File: src/hw/rtl/ssw_pkg.sv
package ssw_pkg;

   // Field and register widths
   localparam int STEP_W    = 48;
   localparam int ACC_W     = 49;
   localparam int FRAME_W   = 20;
   localparam int ENV_W     = 25;
   localparam int DUTY_W    = 17;
   localparam int AMP_W     = 15;
   localparam int CSR_IDX_W = 3;
   localparam int CSR_DAT_W = 48;

   // Shared multiplier: 25 x 25 unsigned, product split at bit 24
   localparam int MUL_W  = 25;
   localparam int PROD_W = 2 * MUL_W;
   localparam int FRAC_W = 24;
   localparam int MAG_W  = PROD_W + 1 - FRAC_W;

   // Envelope full scale, Q24
   localparam logic [ENV_W-1:0] ENV_FULL = ENV_W'(1) << FRAC_W;

   // Register indexes
   localparam logic [CSR_IDX_W-1:0] REG_START_STEP    = 3'd0;
   localparam logic [CSR_IDX_W-1:0] REG_STEP_DELTA    = 3'd1;
   localparam logic [CSR_IDX_W-1:0] REG_FRAME_COUNT   = 3'd2;
   localparam logic [CSR_IDX_W-1:0] REG_ENVELOPE_STEP = 3'd3;
   localparam logic [CSR_IDX_W-1:0] REG_DUTY_LEVEL    = 3'd4;
   localparam logic [CSR_IDX_W-1:0] REG_AMPLITUDE     = 3'd5;

   localparam logic [DUTY_W-1:0] DUTY_RESET = 17'd32768;

   // Sequencer to sweep-state commands
   typedef struct packed {
      logic load;      // sample transfer accepted
      logic restart;   // begin a new sweep with this sample
      logic advance;   // step, envelope and index move to the next sample
   } sweep_cmd_type;

   // Sweep-state status toward the sequencer
   typedef struct packed {
      logic             run;    // current sample belongs to a sweep
      logic             last;   // current sample ends the sweep
      logic             high;   // phase below duty level
      logic [ENV_W-1:0] env;    // envelope of the current sample
   } sweep_stat_type;

endpackage

File: src/hw/rtl/ssw_mult.sv
module ssw_mult
   import ssw_pkg::*;
(
   input  logic              clock,
   input  logic              en,
   input  logic [MUL_W-1:0]  op_a,
   input  logic [MUL_W-1:0]  op_b,
   output logic [PROD_W-1:0] prod_ff
);

   logic [PROD_W-1:0] prod_in;

   // Unsigned multiply, registered
   assign prod_in = PROD_W'(op_a) * PROD_W'(op_b);

   always_ff @(posedge clock) begin
      if (en) begin
         prod_ff <= prod_in;
      end
   end

endmodule

File: src/hw/rtl/ssw_sweep.sv
module ssw_sweep
   import ssw_pkg::*;
#(
   parameter int PHASE_BITS = 32
) (
   input  logic                clock,
   input  logic                reset,
   input  sweep_cmd_type       cmd,
   input  logic [STEP_W-1:0]   start_step,
   input  logic [STEP_W-1:0]   step_delta,
   input  logic [FRAME_W-1:0]  frame_count,
   input  logic [ENV_W-1:0]    envelope_step,
   input  logic [DUTY_W-1:0]   duty_level,
   output sweep_stat_type      stat
);

   logic [PHASE_BITS-1:0] phase_ff, phase_in, phase_base;
   logic [ACC_W-1:0]      step_ff, step_in, step_base;
   logic [ENV_W-1:0]      env_ff, env_in;
   logic [FRAME_W-1:0]    index_ff, index_in;
   logic                  running_ff, running_in;
   logic                  run_now;
   logic [PHASE_BITS:0]   duty_scaled;
   logic [FRAME_W:0]      index_next;

   // Sample start: restart reloads, then the phase takes the current step
   assign phase_base = cmd.restart ? '0 : phase_ff;
   assign step_base  = cmd.restart ? {1'b0, start_step} : step_ff;
   assign run_now    = cmd.restart ? (frame_count != '0) : running_ff;

   assign index_next  = {1'b0, index_ff} + (FRAME_W + 1)'(1);
   assign duty_scaled = (PHASE_BITS + 1)'(duty_level) << (PHASE_BITS - 16);

   always_comb begin
      phase_in   = phase_ff;
      step_in    = step_ff;
      env_in     = env_ff;
      index_in   = index_ff;
      running_in = running_ff;
      if (cmd.load) begin
         phase_in   = run_now ? phase_base + step_base[STEP_W-1 -: PHASE_BITS] : phase_base;
         step_in    = step_base;
         env_in     = cmd.restart ? ENV_FULL : env_ff;
         index_in   = cmd.restart ? '0 : index_ff;
         running_in = run_now;
      end else if (cmd.advance) begin
         step_in    = step_ff + {step_delta[STEP_W-1], step_delta};
         env_in     = (env_ff > envelope_step) ? env_ff - envelope_step : '0;
         index_in   = index_next[FRAME_W-1:0];
         running_in = running_ff & ~stat.last;
      end
   end

   always_ff @(posedge clock) begin
      if (reset) begin
         phase_ff   <= '0;
         step_ff    <= '0;
         env_ff     <= '0;
         index_ff   <= '0;
         running_ff <= 1'b0;
      end else begin
         phase_ff   <= phase_in;
         step_ff    <= step_in;
         env_ff     <= env_in;
         index_ff   <= index_in;
         running_ff <= running_in;
      end
   end

   // Status of the sample in flight
   assign stat.run  = running_ff;
   assign stat.last = index_next >= {1'b0, frame_count};
   assign stat.high = {1'b0, phase_ff} < duty_scaled;
   assign stat.env  = env_ff;

endmodule

File: src/hw/rtl/ssw_shape.sv
module ssw_shape
   import ssw_pkg::*;
#(
   parameter int SAMPLE_BITS = 16
) (
   input  logic [MAG_W-1:0]       mag_raw,
   input  logic                   high,
   input  logic                   run,
   output logic [SAMPLE_BITS-1:0] sample
);

   localparam logic [MAG_W-1:0] MAX_MAG = (MAG_W'(1) << (SAMPLE_BITS - 1)) - MAG_W'(1);

   logic [MAG_W-1:0]       mag_clip;
   logic [SAMPLE_BITS-1:0] mag;

   // Clamp to full scale, then apply sign of the square wave
   assign mag_clip = (mag_raw > MAX_MAG) ? MAX_MAG : mag_raw;
   assign mag      = mag_clip[SAMPLE_BITS-1:0];

   always_comb begin
      if (!run) begin
         sample = '0;
      end else if (high) begin
         sample = mag;
      end else begin
         sample = '0 - mag;
      end
   end

endmodule

File: src/hw/rtl/square_sweep_tone_generator_core.sv
// Channel  | Dir | Signals                        | Content
// ---------+-----+--------------------------------+---------------------------------------
// req      | in  | req_tvalid/tready/tdata[7:0]   | tdata: [0] restart, rest zero
// rsp      | out | rsp_tvalid/tready/tdata/tuser  | tdata: sample (low SAMPLE_BITS);
//          |     | rsp_tlast                      | tuser: active; tlast: last of sweep
// csr      | in  | csr_we/csr_index/csr_wdata     | register write, no read-back
//
// Each sample goes through these steps: accept, then three passes through the shared
// 25x25 multiplier (envelope squared, low half times amplitude, high half
// times amplitude) and a final step to combine, clamp and load the output register.
// req_tready is high only while the sequencer is idle; a waiting result in the
// output register does not block the next transfer, only the next load.
// Reset is synchronous; it clears the sweep state and restores register defaults.
module square_sweep_tone_generator_core
   import ssw_pkg::*;
#(
   parameter int PHASE_BITS  = 32,
   parameter int SAMPLE_BITS = 16
) (
   input  logic                                 clock,
   input  logic                                 reset,
   // [0] restart
   input  logic                                 req_tvalid,
   output logic                                 req_tready,
   input  logic [7:0]                           req_tdata,
   // [SAMPLE_BITS-1:0] sample, zero fill above
   output logic                                 rsp_tvalid,
   input  logic                                 rsp_tready,
   output logic [((SAMPLE_BITS + 7) / 8) * 8-1:0] rsp_tdata,
   // [0] active
   output logic                                 rsp_tuser,
   output logic                                 rsp_tlast,
   input  logic                                 csr_we,
   input  logic [CSR_IDX_W-1:0]                 csr_index,
   input  logic [CSR_DAT_W-1:0]                 csr_wdata
);

   localparam int TDATA_W = ((SAMPLE_BITS + 7) / 8) * 8;

   localparam logic [2:0] ST_IDLE = 3'd0;
   localparam logic [2:0] ST_SQR  = 3'd1;
   localparam logic [2:0] ST_LOW  = 3'd2;
   localparam logic [2:0] ST_HIGH = 3'd3;
   localparam logic [2:0] ST_DONE = 3'd4;

   logic [STEP_W-1:0]  start_step_ff;
   logic [STEP_W-1:0]  step_delta_ff;
   logic [FRAME_W-1:0] frame_count_ff;
   logic [ENV_W-1:0]   envelope_step_ff;
   logic [DUTY_W-1:0]  duty_level_ff;
   logic [AMP_W-1:0]   amplitude_ff;

   logic [2:0]             state_ff, state_in;
   logic [MUL_W-1:0]       hi_ff;
   logic [AMP_W-1:0]       lo_part_ff;
   logic                   rsp_valid_ff, rsp_valid_in;
   logic [SAMPLE_BITS-1:0] rsp_sample_ff;
   logic                   rsp_active_ff;
   logic                   rsp_last_ff;

   logic                   req_xfer;
   logic                   emit;
   logic                   mul_en;
   logic [MUL_W-1:0]       mul_a, mul_b;
   logic [PROD_W-1:0]      prod_ff;
   logic [PROD_W:0]        mag_sum;
   logic [MAG_W-1:0]       mag_raw;
   logic [SAMPLE_BITS-1:0] sample;
   sweep_cmd_type          cmd;
   sweep_stat_type         stat;

   // Configuration registers
   always_ff @(posedge clock) begin
      if (reset) begin
         start_step_ff    <= '0;
         step_delta_ff    <= '0;
         frame_count_ff   <= '0;
         envelope_step_ff <= '0;
         duty_level_ff    <= DUTY_RESET;
         amplitude_ff     <= '0;
      end else if (csr_we) begin
         case (csr_index)
            REG_START_STEP:    start_step_ff    <= csr_wdata[STEP_W-1:0];
            REG_STEP_DELTA:    step_delta_ff    <= csr_wdata[STEP_W-1:0];
            REG_FRAME_COUNT:   frame_count_ff   <= csr_wdata[FRAME_W-1:0];
            REG_ENVELOPE_STEP: envelope_step_ff <= csr_wdata[ENV_W-1:0];
            REG_DUTY_LEVEL:    duty_level_ff    <= csr_wdata[DUTY_W-1:0];
            REG_AMPLITUDE:     amplitude_ff     <= csr_wdata[AMP_W-1:0];
            default: ;
         endcase
      end
   end

   // Handshakes
   assign req_tready = (state_ff == ST_IDLE);
   assign req_xfer   = req_tvalid & req_tready;
   assign emit       = (state_ff == ST_DONE) & (~rsp_valid_ff | rsp_tready);

   assign cmd.load    = req_xfer;
   assign cmd.restart = req_tdata[0];
   assign cmd.advance = emit & stat.run;

   ssw_sweep #(
      .PHASE_BITS (PHASE_BITS)
   ) u_sweep (
      .clock         (clock),
      .reset         (reset),
      .cmd           (cmd),
      .start_step    (start_step_ff),
      .step_delta    (step_delta_ff),
      .frame_count   (frame_count_ff),
      .envelope_step (envelope_step_ff),
      .duty_level    (duty_level_ff),
      .stat          (stat)
   );

   // Sequencer
   always_comb begin
      case (state_ff)
         ST_IDLE: state_in = req_xfer ? ST_SQR : ST_IDLE;
         ST_SQR:  state_in = ST_LOW;
         ST_LOW:  state_in = ST_HIGH;
         ST_HIGH: state_in = ST_DONE;
         ST_DONE: state_in = emit ? ST_IDLE : ST_DONE;
         default: state_in = ST_IDLE;
      endcase
   end

   always_ff @(posedge clock) begin
      if (reset) begin
         state_ff <= ST_IDLE;
      end else begin
         state_ff <= state_in;
      end
   end

   // Shared multiplier operand select
   always_comb begin
      mul_en = 1'b1;
      case (state_ff)
         ST_SQR: begin
            mul_a = stat.env;
            mul_b = stat.env;
         end
         ST_LOW: begin
            mul_a = MUL_W'(prod_ff[FRAC_W-1:0]);
            mul_b = MUL_W'(amplitude_ff);
         end
         ST_HIGH: begin
            mul_a = hi_ff;
            mul_b = MUL_W'(amplitude_ff);
         end
         default: begin
            mul_en = 1'b0;
            mul_a  = stat.env;
            mul_b  = stat.env;
         end
      endcase
   end

   ssw_mult u_mult (
      .clock   (clock),
      .en      (mul_en),
      .op_a    (mul_a),
      .op_b    (mul_b),
      .prod_ff (prod_ff)
   );

   // Partial products held between passes
   always_ff @(posedge clock) begin
      if (state_ff == ST_LOW) begin
         hi_ff <= prod_ff[FRAC_W +: MUL_W];
      end
      if (state_ff == ST_HIGH) begin
         lo_part_ff <= prod_ff[FRAC_W +: AMP_W];
      end
   end

   // env^2 * amp / 2^48 = (hi * amp + (lo * amp >> 24)) >> 24
   assign mag_sum = {1'b0, prod_ff} + (PROD_W + 1)'(lo_part_ff);
   assign mag_raw = mag_sum[PROD_W:FRAC_W];

   ssw_shape #(
      .SAMPLE_BITS (SAMPLE_BITS)
   ) u_shape (
      .mag_raw (mag_raw),
      .high    (stat.high),
      .run     (stat.run),
      .sample  (sample)
   );

   // Output register
   assign rsp_valid_in = emit | (rsp_valid_ff & ~rsp_tready);

   always_ff @(posedge clock) begin
      if (reset) begin
         rsp_valid_ff <= 1'b0;
      end else begin
         rsp_valid_ff <= rsp_valid_in;
      end
   end

   always_ff @(posedge clock) begin
      if (emit) begin
         rsp_sample_ff <= sample;
         rsp_active_ff <= stat.run;
         rsp_last_ff   <= stat.run & stat.last;
      end
   end

   assign rsp_tvalid = rsp_valid_ff;
   assign rsp_tdata  = TDATA_W'(rsp_sample_ff);
   assign rsp_tuser  = rsp_active_ff;
   assign rsp_tlast  = rsp_last_ff;

   // Checks
   a_accept_starts: assert property (@(posedge clock) disable iff (reset)
      req_xfer |=> (state_ff == ST_SQR))
      else $error("accepted sample did not start the multiply sequence");

   a_idle_zero: assert property (@(posedge clock) disable iff (reset)
      (rsp_valid_ff && !rsp_active_ff) |-> (rsp_sample_ff == '0))
      else $error("idle sample is not zero");

   a_last_active: assert property (@(posedge clock) disable iff (reset)
      (rsp_valid_ff && rsp_last_ff) |-> rsp_active_ff)
      else $error("last marked on an inactive sample");

   a_env_bound: assert property (@(posedge clock) disable iff (reset)
      (state_ff == ST_SQR) |-> (stat.env <= ENV_FULL))
      else $error("envelope above full scale");

endmodule
File: config.mk
export PLATFORM = sky130hd
export DESIGN_NAME = square_sweep_tone_generator_core
export DESIGN_NICKNAME = d
export VERILOG_FILES = /design/src/hw/rtl/ssw_pkg.sv /design/src/hw/rtl/ssw_mult.sv /design/src/hw/rtl/ssw_sweep.sv /design/src/hw/rtl/ssw_shape.sv /design/src/hw/rtl/square_sweep_tone_generator_core.sv
export SDC_FILE = /design/constraint.sdc
export NUM_CORES = 2
export LEC_CHECK = 0
export BUFFER_PORTS_ARGS = -buffer_cell sky130_fd_sc_hd__buf_2
export CAP_MARGIN = 20
export CELL_PAD_IN_SITES_DETAIL_PLACEMENT = 0
export CELL_PAD_IN_SITES_GLOBAL_PLACEMENT = 1
export CORE_MARGIN = 1
export CORE_UTILIZATION = 54
export DETAILED_ROUTE_END_ITERATION = 12
export PLACE_DENSITY = 0.92
export SLEW_MARGIN = 20
export SYNTH_ARGS = -nofsm -noshare
export SYNTH_HDL_FRONTEND = slang
export SYNTH_HIERARCHICAL = 1
export SYNTH_SLANG_ARGS = --single-unit
export TNS_END_PERCENT = 10
File: constraint.sdc
create_clock -name clock -period 23.4 [get_ports clock]
set_input_delay 1.17 -clock clock [delete_from_list [all_inputs] [get_ports clock]]
set_output_delay 1.17 -clock clock [all_outputs]
set_load 0.01 [all_outputs]
---- Yosys cells after proc, flatten, opt, wreduce, memory -nomap -nowiden ----
Cells that the tools add are included.
Widths: inputs -> output; s select.
word-level totals
  flip-flop bits (word level) ............. 412
  input bits .............................. 64
  output and inout port bits .............. 20
  word-level logic and storage cells ...... 88
operators by class
  add/subtract/negate cells ............... 6
  $mul .................................... 1
  magnitude comparators ................... 4
  equality and inequality tests ........... 10
  mux-type cells .......................... 23
  bitwise operators ....................... 11
  reduce and logical (&&, ||, !) cells .... 13
operator list
  kind                   count
  $mux 49                3
  $mux 25                5
  $mux 32                2
  $mux 20                3
  $add 50x15->51         1
  $mul 25x25->50         1
  $pmux 25 s2            1
  $add 49x49->49         1
  $lt 32x33->1           1
  $add 32x32->32         1
  $mux 16                2
  $gt 27x15->1 const B   1
  $gt 25x25->1           1
  $sub 25x25->25         1
  $add 20x1->21 const B  1
  $ge 21x20->1           1
  $reduce_bool 20->1     1
  $sub 1x16->16 const A  1
  $pmux 3 s5             1
  $reduce_and 2->1       7
  $eq 3x2->1 const B     4
  $eq 3x3->1 const B     3
  $and 1x1->1            6
  $eq 3x1->1 const B     2
  other kinds (9)        17

---- Depth between registers and ports, before layout ----
  depth in word-level cells ............... 6
  mapped depth ............................ 32
  depth with buffers taken out ............ 27

---- Hierarchy ----
Netlist, hierarchy kept.
by module, submodules not included
  module                            instances  cells each  area an instance (µm²)  sequential area each (µm²)
  ssw_mult                          1          2,406       22,250.1                1,501.4
  ssw_sweep                         1          1,620       12,195.4                2,522.4
  square_sweep_tone_generator_core  1          1,138       9,746.8                 5,285.1
  ssw_shape                         1          101         698.2                   0.0

---- Least setup slack after synthesis ----
No wires, ideal clock.
  path type ............................... reg2reg
  start point ............................. register state_ff[0]
  end point ............................... register u_mult.prod_ff[49], data pin
  setup time .............................. 259 ps
  arrival time ............................ 7,577 ps
  required time ........................... 23,141 ps
  setup slack ............................. 15,564 ps
  stages on the path, launching flop included .. 28
  buffers on the path ..................... 3
  clock period less this slack ............ 7,836 ps
  path through ............................ dfxtp_1 > buf_1 > buf_1 > mux2i_1 > o21bai_1 > clkbuf_1 > nand2_1 > fa_1 > inv_1 > fa_1 > inv_1 > fa_1 > inv_1 > fa_1 > fa_1 > fa_1 > inv_1 > fa_1 > inv_1 > ha_1 > a21oi_1 > o21ai_1 > a32o_2 > a211oi_4 > a2bb2oi_2 > a31oi_1 > o2111a_1 > a211o_1
on the way
  elaborated cells on any way between the ends .. 6
  classes of those cells .................. mul: 1; eq/ne: 2; mux: 2; reduce/logical: 1
RTL lines
  what                          line                                     text
  from (decl)                   square_sweep_tone_generator_core.sv:53   logic [2:0] state_ff, state_in;
  from (signal assigned)        square_sweep_tone_generator_core.sv:133  state_ff <= state_in;
  $eq 3x2->1                    square_sweep_tone_generator_core.sv:140  case (state_ff)
  $pmux 25 s2 (*)               square_sweep_tone_generator_core.sv:140
  named net mul_a[16]           square_sweep_tone_generator_core.sv:64   logic [MUL_W-1:0] mul_a, mul_b;
  $mul 25x25->50 (*)            ssw_mult.sv:14                           assign prod_in = PROD_W'(op_a) * PROD_W'(op_b);
  named net u_mult.prod_in[49]  ssw_mult.sv:11                           logic [PROD_W-1:0] prod_in;
  to (signal assigned)          ssw_mult.sv:18                           prod_ff <= prod_in;
  to (decl)                     ssw_mult.sv:8                            output logic [PROD_W-1:0] prod_ff
The timed path passes the listed nets; every way through them passes the cells marked *.
A chain may end at the register's enable or synchronous reset.

---- Worst setup path in the final report ----
  start point ............................. register state_ff[2]
  end point ............................... register u_mult.prod_ff[47], data pin
on the way
  word-level cells in the longest chain between the ends .. 4
  elaborated cells on any way between the ends .. 6
  classes of those cells .................. mul: 1; eq/ne: 2; mux: 2; reduce/logical: 1
RTL lines
  what                           line
  $eq 3x2->1                     square_sweep_tone_generator_core.sv:140
  $reduce_or 2->1 (no line) (*)  --
  $mux 25 (*)                    square_sweep_tone_generator_core.sv:140
  named net mul_b[9]             square_sweep_tone_generator_core.sv:64
  $mul 25x25->50 (*)             ssw_mult.sv:14
  named net u_mult.prod_in[47]   ssw_mult.sv:11
Marks and branches as above.

==> qor.csv <==
metric,value,unit
status,finished clean,
grt_max_degree,79,
fp.coreArea,82100,µm²
crit_path_start_kind,register,
n_antenna_cell,0,
setup_viol,0,
die_h,290,µm
grt_pass1_vias,36000,
grt_overflow,0,
netlist_top_cells_area,"fa_1 (24%), dfxtp_1 (14%), ha_1 (9.4%)",
dpl_worst_slack,14380,ps
ios,84,
antenna_found_initial,2,
synth_cell_types,99,
syn2layout_area_growth,6.33,%
rsz0062_at_grt,no,
met2_usage,0.455,
max_freq,109,MHz
cts_tree,yes,
startpoint,state_ff[2]$_SDFF_PP0_,
cts_resized,0,
fill_cells,7285,
synth-xor-area-share,0.0338,
r2r-start,state_ff[2]$_SDFF_PP0_,
clock_sinks,411,
final_common_cell,nand2_1,
clk_latency,600,ps
die_area,84300,µm²
worstHoldPathType,reg -> reg,
synth_top_area_frac,0.236,
tightest_slew,1110,ps
postSynthRegisterBits,411,
setup_ws,14250,ps
cts_made_buffers,42,
setup_tns,0,ps
rows,105,
yosysTopAreaCell,fa_1,
gr-usage-all-layers,0.292,
synth_cells,5265,
grt_pass1_wl,197000,µm
vias,36500,
cts_buffer_depth,3,
crit_end,u_mult/prod_ff[47]$_DFFE_PP_,
multi_input_area,32100,µm²
syn_nets,6197,
ys_seq_area_frac,0.207,
place.detailed.hpwl,90100,µm
io_buffers,76,
end_kind,register,
rr_endpoint,u_mult/prod_ff[47]$_DFFE_PP_,
drive_above_1_share,0.0629,
yosys_warnings,6,
synth_top_family_by_area,adder cells,
timing_worst_setup_path_type,reg -> reg,
final_cell_mix,"nand2_1 (867), inv_1 (702), fa_1 (529)",
synthMuxAreaShare,0.0151,
finalCritPeriodShare,0.391,
dr.pass1.iters,8,
avgSynthCellArea,8.53,µm²
fin_skew,24.7,ps
start_util,0.547,
synth-main-ff-cell,dfxtp_1,
synthAdderAreaFrac,0.330,
powerDensity,37.8,nW/µm²
wl,122000,µm
synth_edf_count,108,
reg2reg_slack,14250,ps
met1_usage,0.423,
post_dp_cell_area,46200,µm²
gp_congestion,0.956,
cp_data_required_time,23790,ps
use_met3,0.0423,
via_per_inst,5.81,
ant_nets,0,
grt_most_used_layer,met2,
peakVddDrop,56.3,µV
cts_root_buf,clkbuf_16,
die_width,290,µm
synth_compound_area_frac,0.140,
design_area,47700,µm²
drc_errors,0,
postLayoutCoreUtil,0.581,
clk_pin_slew,70,ps
reg2reg_depth,26,
slew_headroom,0.256,
cap_violations,0,
timing.final.max_slew_violations,0,
final-hold-violation-count,0,
cts_hold_buf,0,
hold_ws,452,ps
netlist_area,44900,µm²
drt_iter0_markers,2921,
synth-simple-area-share,0.191,
cts_max_level,2,
post_cts.repair.setup_buffers,0,
fin_crit,9150,ps
cp.arrival,9540,ps
wl_per_cell,19.4,µm
nNetsFinal,6113,
cp_max_fo,50,
regArea,9310,µm²
ys_async_sr_fraction,0,
leakage,21.9,nW
## worst min-delay path by stage
stage	from	end	slack, ps	cells past startpoint
floorplan	u_sweep/phase_ff[10]$_SDFFE_PP0P_	u_sweep/phase_ff[10]$_SDFFE_PP0P_	420	2
detailed placement	u_sweep/phase_ff[13]$_SDFFE_PP0P_	u_sweep/phase_ff[13]$_SDFFE_PP0P_	440	2
finish	start_step_ff[44]$_SDFFE_PP0P_	start_step_ff[44]$_SDFFE_PP0P_	450	2
CTS	start_step_ff[32]$_SDFFE_PP0P_	start_step_ff[32]$_SDFFE_PP0P_	450	2
global placement	u_sweep/phase_ff[13]$_SDFFE_PP0P_	u_sweep/phase_ff[13]$_SDFFE_PP0P_	430	2
global route	start_step_ff[24]$_SDFFE_PP0P_	start_step_ff[24]$_SDFFE_PP0P_	470	2
## layer usage
metal / vias up / routed length (µm)
met5: - / 0
met1: 18000 / 55000
met4: 0 / 2990
met3: 179 / 9490
met2: 1288 / 54500
li1: 17100 / -
## stage by stage
stage               instances  power [W]
finish                   6284    0.00181
global route             6284    0.00187
CTS                      6283    0.00181
detailed placement       6206    0.00108
global placement         6206    0.00107
floorplan                5265   0.000971
## worst max-delay path, stage by stage (launching register included)
cell      delay [ps]
dfxtp_1          520
nand2b_2         180
buf_4            570
nand2_1          280
nand2_1          870
nand2_1          200
fa_1             570
inv_1             50
fa_1             500
inv_1             50
fa_1             530
inv_1             50
fa_1             550
fa_1             450
fa_1             560
inv_1             60
fa_1             530
inv_1             40
ha_1             490
nand4_1          210
nor2_1           260
o21ai_0          190
nand3_1          220
nand3b_1         160
a211oi_2         370
nor4_1           100
nor4_1           320
## cells in the mapped netlist, types with 75 or more instances
| cell type | count |
|---|---|
| inv_1 | 702 |
| clkbuf_1 | 248 |
| nor2_1 | 183 |
| fa_1 | 529 |
| xor2_1 | 75 |
| a21oi_1 | 407 |
| dfxtp_1 | 303 |
| and2_1 | 356 |
| edfxtp_1 | 108 |
| o21ai_0 | 154 |
| xnor2_1 | 98 |
| nand2_1 | 869 |
| a21o_1 | 96 |
| ha_1 | 339 |
## cells by family (layout without fill, tap and decap cells)
family                     after synthesis  count (layout)
buffers and inverters                  969             918
muxes                                   64              64
xor gates and xnor gates               173             173
DFF                                    411             411
and+or+nand+nor                       1787            1787
AOI/OAI and AO/OA                      993             993
adders and majority gates              868             868
## registers in the layout (all words and copies together) (netlist names), 3 cells and up
signal            flops
u_sweep/env_ff       25
start_step_ff        48
duty_level_ff        17
u_mult/prod_ff       50
u_sweep/step_ff      48
amplitude_ff         15
state_ff              3
u_sweep/phase_ff     32
hi_ff                25
u_sweep/index_ff     20
step_delta_ff        48
lo_part_ff           15
envelope_step_ff     25
frame_count_ff       20
rsp_tdata            16
## report_power, final
part	internal [W]	leakage, nW	switching (W)	total, W
clock network	0.000438	0.738	0.000300	0.000739
registers	0.000763	3.47	0.0000285	0.000792
logic	0.0000836	17.7	0.000192	0.000276
## layout make-up
cell class,instances,area share
Multi-Input combinational cell,3885,0.672
Timing Repair Buffer,139,0.0185
Clock inverter,20,0.00616
Inverter,702,0.0552
Clock buffer,57,0.0251
Tap cell,1070,0.0280
Sequential cell,411,0.195
(Power assumes the default switching activity.)
